[src/hdl/bcdtse_pkg.sv]
`default_nettype none
package bcdtse_pkg;

  // Key codes carried in the opcode field
  typedef enum logic [1:0] {
    OP_LEFT  = 2'd0,
    OP_RIGHT = 2'd1,
    OP_INC   = 2'd2,
    OP_DEC   = 2'd3
  } opcode_e;

  // Clock register indexes
  localparam logic [2:0] REG_SEC   = 3'd0;
  localparam logic [2:0] REG_MIN   = 3'd1;
  localparam logic [2:0] REG_HOUR  = 3'd2;
  localparam logic [2:0] REG_WDAY  = 3'd3;
  localparam logic [2:0] REG_DATE  = 3'd4;
  localparam logic [2:0] REG_MONTH = 3'd5;
  localparam logic [2:0] REG_YEAR  = 3'd6;

  // Cursor ring positions
  localparam logic [3:0] POS_HOME     = 4'd0;
  localparam logic [3:0] POS_YEAR_T   = 4'd1;
  localparam logic [3:0] POS_YEAR_U   = 4'd2;
  localparam logic [3:0] POS_MONTH_T  = 4'd3;
  localparam logic [3:0] POS_MONTH_U  = 4'd4;
  localparam logic [3:0] POS_DATE_T   = 4'd5;
  localparam logic [3:0] POS_DATE_U   = 4'd6;
  localparam logic [3:0] POS_WDAY     = 4'd7;
  localparam logic [3:0] POS_AMPM     = 4'd8;
  localparam logic [3:0] POS_HOUR_T   = 4'd9;
  localparam logic [3:0] POS_HOUR_U   = 4'd10;
  localparam logic [3:0] POS_MIN_T    = 4'd11;
  localparam logic [3:0] POS_MIN_U    = 4'd12;
  localparam logic [3:0] POS_SEC_T    = 4'd13;
  localparam logic [3:0] POS_SEC_U    = 4'd14;
  localparam logic [3:0] RING_LEN     = 4'd15;

  // Digit limits
  localparam logic [7:0] MONTH_MAX = 8'h12;
  localparam logic [7:0] DATE_MAX  = 8'h31;
  localparam logic [7:0] WDAY_MAX  = 8'h07;
  localparam logic [7:0] MS_TOP    = 8'h50;
  localparam logic [7:0] YEAR_TOP  = 8'h90;
  localparam logic [7:0] HOUR_FLAGS = 8'h60;
  localparam logic [7:0] HOUR_HIGH  = 8'hE0;
  localparam logic [7:0] HOUR_MASK  = 8'h1F;
  localparam logic [7:0] PM_BIT     = 8'h20;

  // Current clock register bytes
  typedef struct packed {
    logic [7:0] year;
    logic [7:0] month;
    logic [7:0] date;
    logic [7:0] weekday;
    logic [7:0] hours;
    logic [7:0] minutes;
    logic [7:0] seconds;
  } clock_regs_t;

  // Register write produced by an edit
  typedef struct packed {
    logic       valid;
    logic [2:0] index;
    logic [7:0] value;
  } reg_write_t;

  function automatic logic [7:0] tens_up(input logic [7:0] v, input logic [7:0] top);
    if ((v & 8'hF0) < top) return v + 8'h10;
    return v & 8'h0F;
  endfunction

  function automatic logic [7:0] tens_down(input logic [7:0] v, input logic [7:0] top);
    if ((v & 8'hF0) >= 8'h10) return v - 8'h10;
    return v + top;
  endfunction

  function automatic logic [7:0] units_up(input logic [7:0] v);
    if ((v & 8'h0F) < 8'h09) return v + 8'h01;
    return v & 8'hF0;
  endfunction

  function automatic logic [7:0] units_down(input logic [7:0] v);
    if ((v & 8'h0F) >= 8'h01) return v - 8'h01;
    return v + 8'h09;
  endfunction

  // Units step for month and date: stay within 1..max
  function automatic logic [7:0] units_clamp(input logic [7:0] v, input logic up,
                                             input logic [7:0] max);
    logic [7:0] r;
    if (up) begin
      if ((v & 8'h0F) < 8'h09) begin
        r = v + 8'h01;
        if (r > max) r = r & 8'hF0;
      end else begin
        r = v & 8'hF0;
        if (r == 8'h00) r = 8'h01;
      end
    end else begin
      if ((v & 8'h0F) >= 8'h01) begin
        r = v - 8'h01;
        if (r == 8'h00) r = 8'h09;
      end else begin
        r = v + 8'h09;
        if (r > max) r = max;
      end
    end
    return r;
  endfunction

endpackage
`default_nettype wire

[src/hdl/bcdtse_cursor.sv]
`default_nettype none
module bcdtse_cursor
  import bcdtse_pkg::*;
(
  input  wire logic       clk_i,
  input  wire logic       rst_ni,
  input  wire logic       step_i,
  input  wire logic [1:0] opcode_i,
  output logic      [3:0] cursor_o,
  output logic      [3:0] cursor_next_o
);

  logic [3:0] cursor_q;
  logic [3:0] cursor_d;

  always_comb begin
    cursor_d = cursor_q;
    case (opcode_e'(opcode_i))
      OP_LEFT: begin
        if (cursor_q >= RING_LEN) cursor_d = POS_HOME;
        else if (cursor_q == POS_HOME) cursor_d = POS_SEC_U;
        else cursor_d = cursor_q - 4'd1;
      end
      OP_RIGHT: begin
        if (cursor_q >= POS_SEC_U) cursor_d = POS_HOME;
        else cursor_d = cursor_q + 4'd1;
      end
      default: cursor_d = cursor_q;
    endcase
  end

  always_ff @(posedge clk_i or negedge rst_ni) begin
    if (!rst_ni) begin
      cursor_q <= POS_HOME;
    end else if (step_i) begin
      cursor_q <= cursor_d;
    end
  end

  assign cursor_o      = cursor_q;
  assign cursor_next_o = cursor_d;

endmodule
`default_nettype wire

[src/hdl/bcdtse_edit.sv]
`default_nettype none
module bcdtse_edit
  import bcdtse_pkg::*;
(
  input  wire logic [3:0]  cursor_i,
  input  wire logic [1:0]  opcode_i,
  input  wire clock_regs_t regs_i,
  output reg_write_t       write_o
);

  logic       is_edit;
  logic       up;
  logic [7:0] h;
  logic [7:0] d;
  logic [7:0] w;

  assign is_edit = (opcode_e'(opcode_i) == OP_INC) || (opcode_e'(opcode_i) == OP_DEC);
  assign up      = (opcode_e'(opcode_i) == OP_INC);

  always_comb begin
    write_o = '0;
    h = regs_i.hours;
    d = regs_i.date;
    w = regs_i.weekday;
    if (is_edit) begin
      write_o.valid = 1'b1;
      case (cursor_i)
        POS_YEAR_T: begin
          write_o.index = REG_YEAR;
          write_o.value = up ? tens_up(regs_i.year, YEAR_TOP) : tens_down(regs_i.year, YEAR_TOP);
        end
        POS_YEAR_U: begin
          write_o.index = REG_YEAR;
          write_o.value = up ? units_up(regs_i.year) : units_down(regs_i.year);
        end
        POS_MONTH_T: begin
          write_o.index = REG_MONTH;
          write_o.value = regs_i.month ^ 8'h10;
          if (write_o.value == 8'h00) write_o.value = 8'h01;
          if (write_o.value > MONTH_MAX) write_o.value = MONTH_MAX;
        end
        POS_MONTH_U: begin
          write_o.index = REG_MONTH;
          write_o.value = units_clamp(regs_i.month, up, MONTH_MAX);
        end
        POS_DATE_T: begin
          write_o.index = REG_DATE;
          if (up) begin
            if ((d & 8'hF0) < 8'h30) begin
              d = d + 8'h10;
              if (d > DATE_MAX) d = DATE_MAX;
            end else begin
              d = d & 8'h0F;
              if (d == 8'h00) d = 8'h01;
            end
          end else begin
            if ((d & 8'hF0) >= 8'h10) begin
              d = d - 8'h10;
              if (d == 8'h00) d = 8'h01;
            end else begin
              d = d + 8'h30;
              if (d > DATE_MAX) d = DATE_MAX;
            end
          end
          write_o.value = d;
        end
        POS_DATE_U: begin
          write_o.index = REG_DATE;
          write_o.value = units_clamp(regs_i.date, up, DATE_MAX);
        end
        POS_WDAY: begin
          write_o.index = REG_WDAY;
          if (up) write_o.value = (w < WDAY_MAX) ? w + 8'h01 : 8'h01;
          else    write_o.value = (w > 8'h01) ? w - 8'h01 : WDAY_MAX;
        end
        POS_AMPM: begin
          write_o.index = REG_HOUR;
          write_o.value = h ^ PM_BIT;
        end
        POS_HOUR_T: begin
          write_o.index = REG_HOUR;
          h = h ^ 8'h10;
          if ((h & HOUR_MASK) == 8'h00) h = h + 8'h01;
          if ((h & HOUR_MASK) > MONTH_MAX) h = (h & HOUR_FLAGS) + 8'h12;
          write_o.value = h;
        end
        POS_HOUR_U: begin
          write_o.index = REG_HOUR;
          if (up) begin
            if ((h & 8'h0F) < 8'h09) begin
              h = h + 8'h01;
              if ((h & HOUR_MASK) > 8'h12) h = h & 8'hF0;
            end else begin
              h = h & 8'hF0;
              if ((h & HOUR_MASK) == 8'h00) h = h + 8'h01;
            end
          end else begin
            if ((h & 8'h0F) >= 8'h01) begin
              h = h - 8'h01;
              if ((h & HOUR_MASK) == 8'h00) h = (h & HOUR_HIGH) + 8'h09;
            end else begin
              h = h + 8'h09;
              if ((h & HOUR_MASK) > 8'h12) h = (h & HOUR_HIGH) + 8'h12;
            end
          end
          write_o.value = h;
        end
        POS_MIN_T: begin
          write_o.index = REG_MIN;
          write_o.value = up ? tens_up(regs_i.minutes, MS_TOP)
                             : tens_down(regs_i.minutes, MS_TOP);
        end
        POS_MIN_U: begin
          write_o.index = REG_MIN;
          write_o.value = up ? units_up(regs_i.minutes) : units_down(regs_i.minutes);
        end
        POS_SEC_T: begin
          write_o.index = REG_SEC;
          write_o.value = up ? tens_up(regs_i.seconds, MS_TOP)
                             : tens_down(regs_i.seconds, MS_TOP);
        end
        POS_SEC_U: begin
          write_o.index = REG_SEC;
          write_o.value = up ? units_up(regs_i.seconds) : units_down(regs_i.seconds);
        end
        default: begin
          // home or the unused code: nothing to write
          write_o = '0;
        end
      endcase
    end
  end

endmodule
`default_nettype wire

[src/hdl/bcd_clock_time_set_editor_unit.sv]
`default_nettype none
// Time-setting editor for a BCD real-time clock. Each input transaction is one key
// press (cursor left, cursor right, increment, decrement) together with the seven
// current clock register bytes; each one yields exactly one output transaction with
// the cursor position after the key and, for an edit on a digit position, the
// register index and edited BCD byte to write back. The cursor walks a ring of 15
// places (home, year, month, date, weekday, AM/PM, hour, minute, second digits) and
// resets to home. Rate: one transaction per clock cycle sustained while
// m_axis_tready stays high. The result passes from the input register through the
// result register to the master side, moving on only when that register is free.
// While the result register is full and m_axis_tready is low, the input register
// holds its item and s_axis_tready drops; s_axis_tready follows m_axis_tready
// combinationally, so a taken result frees the input side at once.
module bcd_clock_time_set_editor_unit
  import bcdtse_pkg::*;
(
  input  wire logic        clk_i,
  input  wire logic        rst_ni,
  input  wire logic        s_axis_tvalid,
  output logic             s_axis_tready,
  // [1:0] opcode, [9:2] cur_seconds, [17:10] cur_minutes, [25:18] cur_hours,
  // [33:26] cur_weekday, [41:34] cur_date, [49:42] cur_month, [57:50] cur_year,
  // [63:58] zero
  input  wire logic [63:0] s_axis_tdata,
  output logic             m_axis_tvalid,
  input  wire logic        m_axis_tready,
  // [3:0] cursor_position, [4] write_valid, [7:5] write_register,
  // [15:8] write_value
  output logic      [15:0] m_axis_tdata
);

  // Input register
  logic        in_valid_q;
  logic [1:0]  in_op_q;
  clock_regs_t in_regs_q;

  // Result register
  logic        out_valid_q;
  logic [3:0]  out_cursor_q;
  reg_write_t  out_write_q;

  logic        out_free;
  logic        advance;
  logic [3:0]  cursor_cur;
  logic [3:0]  cursor_next;
  reg_write_t  edit_write;

  // Move the held item into the result register when that slot is free
  assign out_free      = !out_valid_q || m_axis_tready;
  assign advance       = in_valid_q && out_free;
  assign s_axis_tready = !in_valid_q || out_free;

  bcdtse_cursor u_cursor (
    .clk_i         (clk_i),
    .rst_ni        (rst_ni),
    .step_i        (advance),
    .opcode_i      (in_op_q),
    .cursor_o      (cursor_cur),
    .cursor_next_o (cursor_next)
  );

  // Edits see the cursor as it stands before this key
  bcdtse_edit u_edit (
    .cursor_i (cursor_cur),
    .opcode_i (in_op_q),
    .regs_i   (in_regs_q),
    .write_o  (edit_write)
  );

  always_ff @(posedge clk_i or negedge rst_ni) begin
    if (!rst_ni) begin
      in_valid_q <= 1'b0;
    end else if (s_axis_tready) begin
      in_valid_q <= s_axis_tvalid;
    end
  end

  // Capture the payload on each accepted transaction
  always_ff @(posedge clk_i) begin
    if (s_axis_tvalid && s_axis_tready) begin
      in_op_q   <= s_axis_tdata[1:0];
      in_regs_q <= clock_regs_t'(s_axis_tdata[57:2]);
    end
  end

  always_ff @(posedge clk_i or negedge rst_ni) begin
    if (!rst_ni) begin
      out_valid_q <= 1'b0;
    end else if (out_free) begin
      out_valid_q <= in_valid_q;
    end
  end

  // Hold the result until taken, load the next one on advance
  always_ff @(posedge clk_i) begin
    if (advance) begin
      out_cursor_q <= cursor_next;
      out_write_q  <= edit_write;
    end
  end

  assign m_axis_tvalid = out_valid_q;
  assign m_axis_tdata  = {out_write_q.value, out_write_q.index, out_write_q.valid,
                          out_cursor_q};

endmodule
`default_nettype wire
[config.mk]
export PLATFORM = sky130hd
export DESIGN_NAME = bcd_clock_time_set_editor_unit
export DESIGN_NICKNAME = d
export VERILOG_FILES = /design/src/hdl/bcdtse_pkg.sv /design/src/hdl/bcdtse_cursor.sv /design/src/hdl/bcdtse_edit.sv /design/src/hdl/bcd_clock_time_set_editor_unit.sv
export SDC_FILE = /design/constraint.sdc
export NUM_CORES = 1
export LEC_CHECK = 0
export BUFFER_PORTS_ARGS = -buffer_cell sky130_fd_sc_hd__buf_2
export CORE_UTILIZATION = 55
export DETAILED_ROUTE_END_ITERATION = 7
export PLACE_DENSITY = 0.74
export SYNTH_ARGS = -nofsm -noshare
export SYNTH_HDL_FRONTEND = slang
export SYNTH_SLANG_ARGS = --single-unit
[constraint.sdc]
create_clock -name clk_i -period 3.88 [get_ports clk_i]
set_input_delay 0.776 -clock clk_i [delete_from_list [all_inputs] [get_ports clk_i]]
set_output_delay 0.776 -clock clk_i [all_outputs]
set_load 0.03 [all_outputs]
Word level (Yosys, flattened, before mapping)
Index checks and enable logic that the tools add are counted.

word-level totals
  input port bits = 68
  output and inout port bits = 18
  bits in registers = 80
  word-level logic and storage cells = 239

operators by class
  bitwise gates (word level) = 3
  reduce and logical (&&, ||, !) cells = 20
  add/subtract/negate cells = 39
  order comparisons = 34
  multiplexer cells = 111
  equal/unequal tests = 17

operators by type and width
  operator                                              count
  2-to-1 mux 8 bit                                      65
  one-hot mux 11 bit (14 select lines)                  1
  zero test 8 bit                                       10
  adder 8 x 1 -> 8 bit (second input constant)          9
  adder 8 x 4 -> 8 bit (second input constant)          7
  subtractor 8 x 1 -> 8 bit (second input constant)     7
  adder 8 x 5 -> 8 bit (second input constant)          5
  2-to-1 mux 1 bit                                      37
  >= comparator 8 x 5 -> 1 bit (second input constant)  4
  > comparator 8 x 6 -> 1 bit (second input constant)   4
  subtractor 8 x 5 -> 8 bit (second input constant)     4
  equality test 4 bit (second input constant)           7
  2-to-1 mux 4 bit                                      7
  >= comparator 4 x 1 -> 1 bit (second input constant)  6
  > comparator 8 x 5 -> 1 bit (second input constant)   3
  < comparator 4 bit (second input constant)            6
  adder 8 x 7 -> 8 bit (second input constant)          2
  equality test 4 x 3 -> 1 bit (second input constant)  4
  < comparator 8 x 7 -> 1 bit (second input constant)   2
  > comparator 5 bit (second input constant)            3
  OR reduction 14 bit                                   1
  adder 7 x 5 -> 8 bit (second input constant)          1
  adder 8 x 6 -> 8 bit (second input constant)          1
  adder 8 bit (second input constant)                   1
  other kinds (18)                                      27

Longest topological paths before layout
Gate-level depths: netlist of the first run.

  depth in word-level cells = 8
  depth in mapped cells = 13
  gate-level depth less buffers = 12

Hierarchy
A second synthesis of the first run with hierarchy kept.

unflattened totals
  cells, all modules = 945
  area, all modules = 8142.8 µm²

modules (own cells, without submodules)
  module                          times used  cells each  area an instance (µm²)
  bcdtse_edit                     1           808         5363.9
  bcd_clock_time_set_editor_unit  1           82          2326.0
  bcdtse_cursor                   1           55          452.9

Least setup slack after synthesis of the first run
No wires, ideal clock.

  path kind = reg-to-reg
  start = register in_regs_q[8] in the netlist's numbering
  end = register out_write_q (netlist bit m_axis_tdata[15]), data pin
  path slack = 576 ps
  period minus slack after synthesis = 3304 ps
  data arrival time = 3040 ps
  library setup time = 264 ps
  cell stages (with the launch flop) = 14
  cells stage by stage = edfxtp_1 clkbuf_1 inv_1 ha_1 nor4b_2 inv_1 ha_1 or4_1 a21oi_1 nor3_1 a311oi_1 xor2_1 o2111a_1 a31oi_1

on the way
  longest elaborated chain between the ends = 7

RTL lines
  element                                                                    line                                  RTL
  start: declaration                                                         bcd_clock_time_set_editor_unit.sv:35  clock_regs_t in_regs_q;
  start signal: assignment                                                   bcd_clock_time_set_editor_unit.sv:82  in_regs_q <= clock_regs_t'(s_axis_tdata[57:2]);
  >= comparator 4 x 1 -> 1 bit / < comparator 4 bit (equally long branches)  bcdtse_pkg.sv:84, bcdtse_pkg.sv:79
  2-to-1 mux 1 bit, on equally long branches                                 bcdtse_pkg.sv:84, bcdtse_pkg.sv:79
  2-to-1 mux 1 bit                                                           bcdtse_edit.sv:27                     case (cursor_i)
  2-to-1 mux 1 bit                                                           bcdtse_edit.sv:25                     if (is_edit) begin
  2-to-1 mux 8 bit, on equally long branches                                 bcdtse_pkg.sv:85, bcdtse_pkg.sv:80
  2-to-1 mux 8 bit                                                           bcdtse_edit.sv:115                    write_o.value = up ? units_up(regs_i.minutes) : units_down(regs_i.minutes);
  one-hot mux 11 bit (14 select lines) *                                     bcdtse_edit.sv:27
  end signal: assignment                                                     bcd_clock_time_set_editor_unit.sv:98  out_write_q <= edit_write;
  end: declaration                                                           bcd_clock_time_set_editor_unit.sv:40  reg_write_t out_write_q;

Every way passes the cells marked *; elsewhere a longest branch is shown, timed or not. The select of a mux whose other input is x is not followed.
A chain may end at the register's enable or synchronous reset.

Worst setup path in the final report of the first run
  start = register in_regs_q[49] in the netlist's numbering
  end = register out_write_q (netlist bit m_axis_tdata[12]), data pin

on the way
  longest elaborated chain between the ends = 7

RTL lines
  element                                                                    line                                RTL
  >= comparator 4 x 1 -> 1 bit / < comparator 4 bit (equally long branches)  bcdtse_pkg.sv:84, bcdtse_pkg.sv:79
  2-to-1 mux 1 bit, on equally long branches                                 bcdtse_pkg.sv:84, bcdtse_pkg.sv:79
  2-to-1 mux 1 bit                                                           bcdtse_edit.sv:27
  2-to-1 mux 1 bit                                                           bcdtse_edit.sv:25
  2-to-1 mux 8 bit, on equally long branches                                 bcdtse_pkg.sv:85, bcdtse_pkg.sv:80
  2-to-1 mux 8 bit                                                           bcdtse_edit.sv:34                   write_o.value = up ? units_up(regs_i.year) : units_down(regs_i.year);
  one-hot mux 11 bit (14 select lines) *                                     bcdtse_edit.sv:27

Marked as above.

==> results of run 1 <==
-- per-stage QoR --
step	hold slack (ps)	total power [µW]	worst slack (ps)	instances	cell area, µm²
2_1_floorplan	457	2220	576	912	7760
3_3_place_gp	481	2600	339	1127	8240
3_5_place_dp	500	2620	260	1127	8240
4_1_cts	232	3500	207	1143	8550
5_1_grt	236	3710	55.3	1143	8550
6_report	236	3540	181	1143	8550
-- worst min-delay path by stage --
| stage | start | slack (ps) | endpoint | depth (start not counted) |
|---|---|---|---|---|
| 3_5_place_dp | in_valid_q | 500 | m_axis_tvalid | 1 |
| 2_1_floorplan | in_valid_q | 460 | m_axis_tvalid | 1 |
| 5_1_grt | rst_ni | 240 | u_cursor.cursor_o[3] | 1 |
| 4_1_cts | rst_ni | 230 | u_cursor.cursor_o[2] | 1 |
| 3_3_place_gp | in_valid_q | 480 | m_axis_tvalid | 1 |
| 6_report | rst_ni | 240 | u_cursor.cursor_o[2] | 1 |
-- cells in the mapped netlist, drive strengths merged, types with 9 or more instances --
cell	count
and3	11
and2	11
nand3	38
clkbuf	27
xnor2	26
a211oi	15
nor4	11
o211ai	11
buf	32
xor2	14
inv	45
o22ai	12
nand2	71
nand2b	18
nor2b	11
a31oi	20
o21a	9
a21o	13
edfxtp	74
o21ai	53
ha	60
a21oi	60
nor2	65
nand4	10
nor3	30
-- layout make-up --
type                       instances  area (µm²)
fill                            1226        5280
clock inverter                     5        32.5
multi-input combinational        728        4970
inverter                          45         169
sequential                        80        2370
tap                              180         225
clock buffer                      11         275
timing repair buffer              94         508
-- critical path: stages, from the launching register on --
cell and delay [ps]:
edfxtp_1 450, inv_1 130, ha_1 230, nor4b_1 490
inv_1 240, ha_1 390, nor2b_1 210, o31a_1 190
o32ai_1 120, a2111oi_1 600, o32ai_1 180, o21a_1 220
-- registers in the layout (all words and copies together), names as in the netlist --
name,flops
m_axis_tvalid,1
in_op_q,2
u_cursor.cursor_o,4
out_cursor_q,4
in_regs_q,56
in_valid_q,1
m_axis_tdata,12
-- power by group through the flow --
stage                     Combinational [µW]  Clock (µW)  Sequential, µW
after floorplan                          959           0            1260
after global placement                  1340           0            1270
after detailed placement                1340           0            1270
after CTS                               1350         894            1260
after global routing                    1500         928            1280
final                                   1400         881            1260
-- cell families (layout without fill, tap and decap cells) --
group	Yosys count	after routing	synth area share, %
muxes	13	13	1.90
adders and majority gates	61	61	9.93
AOI/OAI and AO/OA	287	287	25.1
buffers and inverters	104	155	5.54
xor gates and xnor gates	40	40	4.51
and+or+nand+nor	327	327	22.4
DFF	80	80	30.6
-- layer usage --
metal	vias to the layer above	track usage, %	part of all wire (%)
li1	3545	-	-
met1	3444	42.7	44
met2	386	45.4	44
met3	54	5.14	8.2
met4	0	12.2	3.3
met5	-	0	0
==> impl_metrics.tcl, run 1 <==
set metrics [dict create \
    intPower_uw 2100 \
    synth.cell_area_um2 7760 \
    crit_path_end_kind "flip-flop" \
    fp.dieH_um 121 \
    grt_start_max_net_pins 41 \
    synth-seq-cells 80 \
    crit_required_ps 3990 \
    fin_crit_sh_pct 95.3 \
    die_x_um 121 \
    r2r_cells 11 \
    cts_setup_buffers 0 \
    status "finished, final reports clean" \
    start_util_pct 56.1 \
    grt_overflow_total 0 \
    power.leakage_uw 0.00327 \
    synth_ff_type "edfxtp_1" \
    tightest_slew_ps 883 \
    mostFrequentLayoutCells "79 x buf_2, 74 x edfxtp_1, 71 x nand2_1" \
    cts_buffer_depth 2 \
    peakVddDrop_uv 229 \
    netlist.area_leader.share_pct 28.6 \
    coreArea_um2 13800 \
    crit_fanout 5 \
    ys_types 84 \
    syn_avg_cell_area_um2 8.51 \
    p_per_area_nw_per_um2 414 \
    drive_above_1_share_pct 14.2 \
    drt_wl_total_um 21600 \
    std_cell_rows 43 \
    r2r_start "in_regs_q[49]" \
    drc_errors 0 \
    place_congestion 0.940 \
    skew_ps 6.98 \
    layout_min_cycle_time_ps 3700 \
    switching_share_pct 40.6 \
    cts_root_buffer "clkbuf_16" \
    ios 86 \
    cts_max_level 3 \
    yosysSeqAreaShare_pct 30.6 \
    antenna_found_initial 0 \
    n_antenna_cell 0 \
    insertion_delay_ps 350 \
    grt_pass1_wl_um 34100 \
    first_pass_iters 7 \
    hold_viol_final 0 \
    postRouteAntennaNets 0 \
    clkTransAtPathRegs_ps 70 \
    async_flop_share_pct 7.50 \
    die_area_um2 14600 \
    post_cts_resize_count 0 \
    tns_ps 0 \
    yosys.area.top_type "edfxtp_1" \
    endpoint "m_axis_tdata[12]" \
    arrival_ps 3810 \
    synth_area_leaders "edfxtp_1 29%, ha_1 9.7%, a21oi_1 3.9%" \
    ys_warn_count 0 \
    cts_made_buffers 9 \
    vias 7429 \
    crit_path_start_kind "flip-flop" \
    vias_per_cell 6.50 \
    synth_cells 912 \
    layout_commonest_cell "buf_2" \
    slew_headroom_pct 41.2 \
    fmax_mhz 270 \
    area_growth_pct 10.1 \
    drv_cap 0 \
    synth_edf_count 74 \
    clock-sinks 80 \
    power.switching_uw 1440 \
    cts_tree "built" \
    startpoint "in_regs_q[49]" \
    hpwl_um 15800 \
    grt.total_usage_pct 30.1 \
    first_iter_violations 1127 \
    seqPwrFrac_pct 35.7 \
    grt_pass1_vias 6507 \
    route.detailed.wl_per_inst_um 18.9 \
    timing.rr.end "m_axis_tdata[12]" \
    slew_violations 0 \
    r2r_setup_slack_ps 180 \
    pwr-share-comb_pct 39.4 \
    cts_hold_buf 0 \
    pwr-share-clk_pct 24.9 \
    final_nets 1087 \
    hold_class "input port to asynchronous set/reset pin" \
    rsz0062_at_grt "false" \
    postLayoutCoreUtil_pct 61.8 \
    syn_nets 1041 \
    worstSetupPathType "flip-flop to flip-flop" \
    portBuffers 79 \
    setup_viol 0 \
]
No activity file was read; power rests on OpenSTA's default activity.
==> run 2, diff against run 1 <==
==> constraint.sdc (replaced) <==
create_clock -name clk_i -period 4.15 [get_ports clk_i]
set_input_delay 0.83 -clock clk_i [delete_from_list [all_inputs] [get_ports clk_i]]
set_output_delay 0.83 -clock clk_i [all_outputs]
set_load 0.03 [all_outputs]
==> impl_metrics.tcl, run 2 (synthesis results as in run 1) <==
set metrics [dict create \
    clkTransAtPathRegs_ps 70 \
    area_growth_pct 9.70 \
    fin_ws_ps 392 \
    dr.max_layer_used "met4" \
    switching_share_pct 40.4 \
    cts_setup_buffers 0 \
    n_antenna_cell 0 \
    vias 7418 \
    r2r_cells 10 \
    met3_length_um 1660 \
    postRouteAntennaNets 0 \
    power.switching_uw 1340 \
    slew_headroom_pct 34.6 \
    place_area_um2 8200 \
    ios 86 \
    tns_ps 0 \
    cts_root_buffer "clkbuf_16" \
    final_nets 1082 \
    pwr-share-comb_pct 38.8 \
    timing.rr.end "m_axis_tdata[12]" \
    intPower_uw 1970 \
    place_congestion 0.979 \
    std_cell_rows 43 \
    skew_ps 10.1 \
    dp_cells 1122 \
    slew_violations 0 \
    fin_cells 1138 \
    layout_min_cycle_time_ps 3760 \
    crit_fanout 6 \
    vias_per_cell 6.52 \
    cts_buffer_depth 2 \
    seqPwrFrac_pct 35.6 \
    die_x_um 121 \
    portBuffers 79 \
    antenna_found_initial 1 \
    grt_overflow_total 0 \
    met1_length_um 9460 \
    cts_max_level 3 \
    crit_required_ps 4270 \
    cts_made_buffers 9 \
    cts_tree "built" \
    grt_start_max_net_pins 42 \
    worstSetupPathType "flip-flop to flip-flop" \
    drive_above_1_share_pct 13.8 \
    post_cts_resize_count 0 \
    grt_pass1_wl_um 34100 \
    power.leakage_uw 0.00324 \
    drt_wl_total_um 21300 \
    status "finished, final reports clean" \
    start_util_pct 56.1 \
    grt_pass1_vias 6598 \
    clock-sinks 80 \
    fin_crit_sh_pct 90.5 \
    largest_reg_flops 56 \
    top_register "in_regs_q" \
    rsz0062_at_grt "false" \
    pwr-share-clk_pct 25.5 \
    peakVddDrop_uv 337 \
    mostFrequentLayoutCells "79 x buf_2, 74 x edfxtp_1, 71 x nand2_1" \
    first_pass_iters 6 \
    hold_class "input port to asynchronous set/reset pin" \
    postLayoutCoreUtil_pct 61.6 \
    layout_commonest_cell "buf_2" \
    drv_cap 0 \
    tightest_slew_ps 956 \
    finalInstanceArea_um2 8520 \
    r2r_setup_slack_ps 390 \
    crit_path_end_kind "flip-flop" \
    r2r_start "in_regs_q[0]" \
    route.detailed.wl_per_inst_um 18.7 \
    arrival_ps 3880 \
    first_iter_violations 973 \
    crit_path_start_kind "flip-flop" \
    setup_viol 0 \
    die_area_um2 14600 \
    p_per_area_nw_per_um2 388 \
    wl_met2_um 9410 \
    n_fill_cell 1237 \
    fmax_mhz 266 \
    grt.total_usage_pct 30.1 \
    hpwl_um 15500 \
    coreArea_um2 13800 \
    fp.dieH_um 121 \
    place_ws_ps 403 \
    insertion_delay_ps 360 \
    hold_viol_final 0 \
    cts_hold_buf 0 \
    drc_errors 0 \
]
## run 2: cell type report
class                           instances  area (µm²)  share of cell area, %
Sequential cell                        80        2370                   27.9
Tap cell                              180         225                   2.64
Clock buffer                           10         239                   2.81
Timing Repair Buffer                   89         470                   5.52
Clock inverter                          6        75.1                  0.882
Inverter                               45         169                   1.98
Multi-Input combinational cell        728        4960                   58.3
## run 2: through the flow
stage               total power [µW]  hold WS (ps)
floorplan                       2070           457
global placement                2420           482
detailed placement              2430           514
CTS                             3280           291
global route                    3470           298
finish                          3310           288
## run 2: routing by layer
metal  track usage, %  up-vias
met5                0        -
met4             12.6        0
li1                 -     3529
met3             5.47       64
met2             46.2      320
met1             41.7     3505
## run 2: worst max path at each step
stage	startpoint	endpoint	slack, ps	cells past startpoint
6_report	in_regs_q[0]	m_axis_tdata[12]	390	10
2_1_floorplan	in_regs_q[8]	m_axis_tdata[15]	850	13
3_3_place_gp	in_regs_q[0]	m_axis_tdata[12]	480	10
5_1_grt	in_regs_q[0]	m_axis_tdata[12]	100	10
3_5_place_dp	in_regs_q[0]	m_axis_tdata[12]	400	10
4_1_cts	in_regs_q[0]	m_axis_tdata[12]	400	10
## run 2: critical path, stage by stage, from the launching register on
cell	delay, ps
edfxtp_1	490
inv_1	160
ha_1	200
nor4b_1	400
inv_1	240
fa_1	450
a211o_1	340
xor2_1	180
a2111oi_0	650
o32ai_1	200
o21a_1	230
## run 2: power by group through the flow
stage | logic, µW | clock network, µW | registers, µW
floorplan | 896 | 0 | 1170
global placement | 1230 | 0 | 1190
detailed placement | 1250 | 0 | 1190
CTS | 1260 | 856 | 1170
global route | 1390 | 881 | 1200
finish | 1280 | 845 | 1180
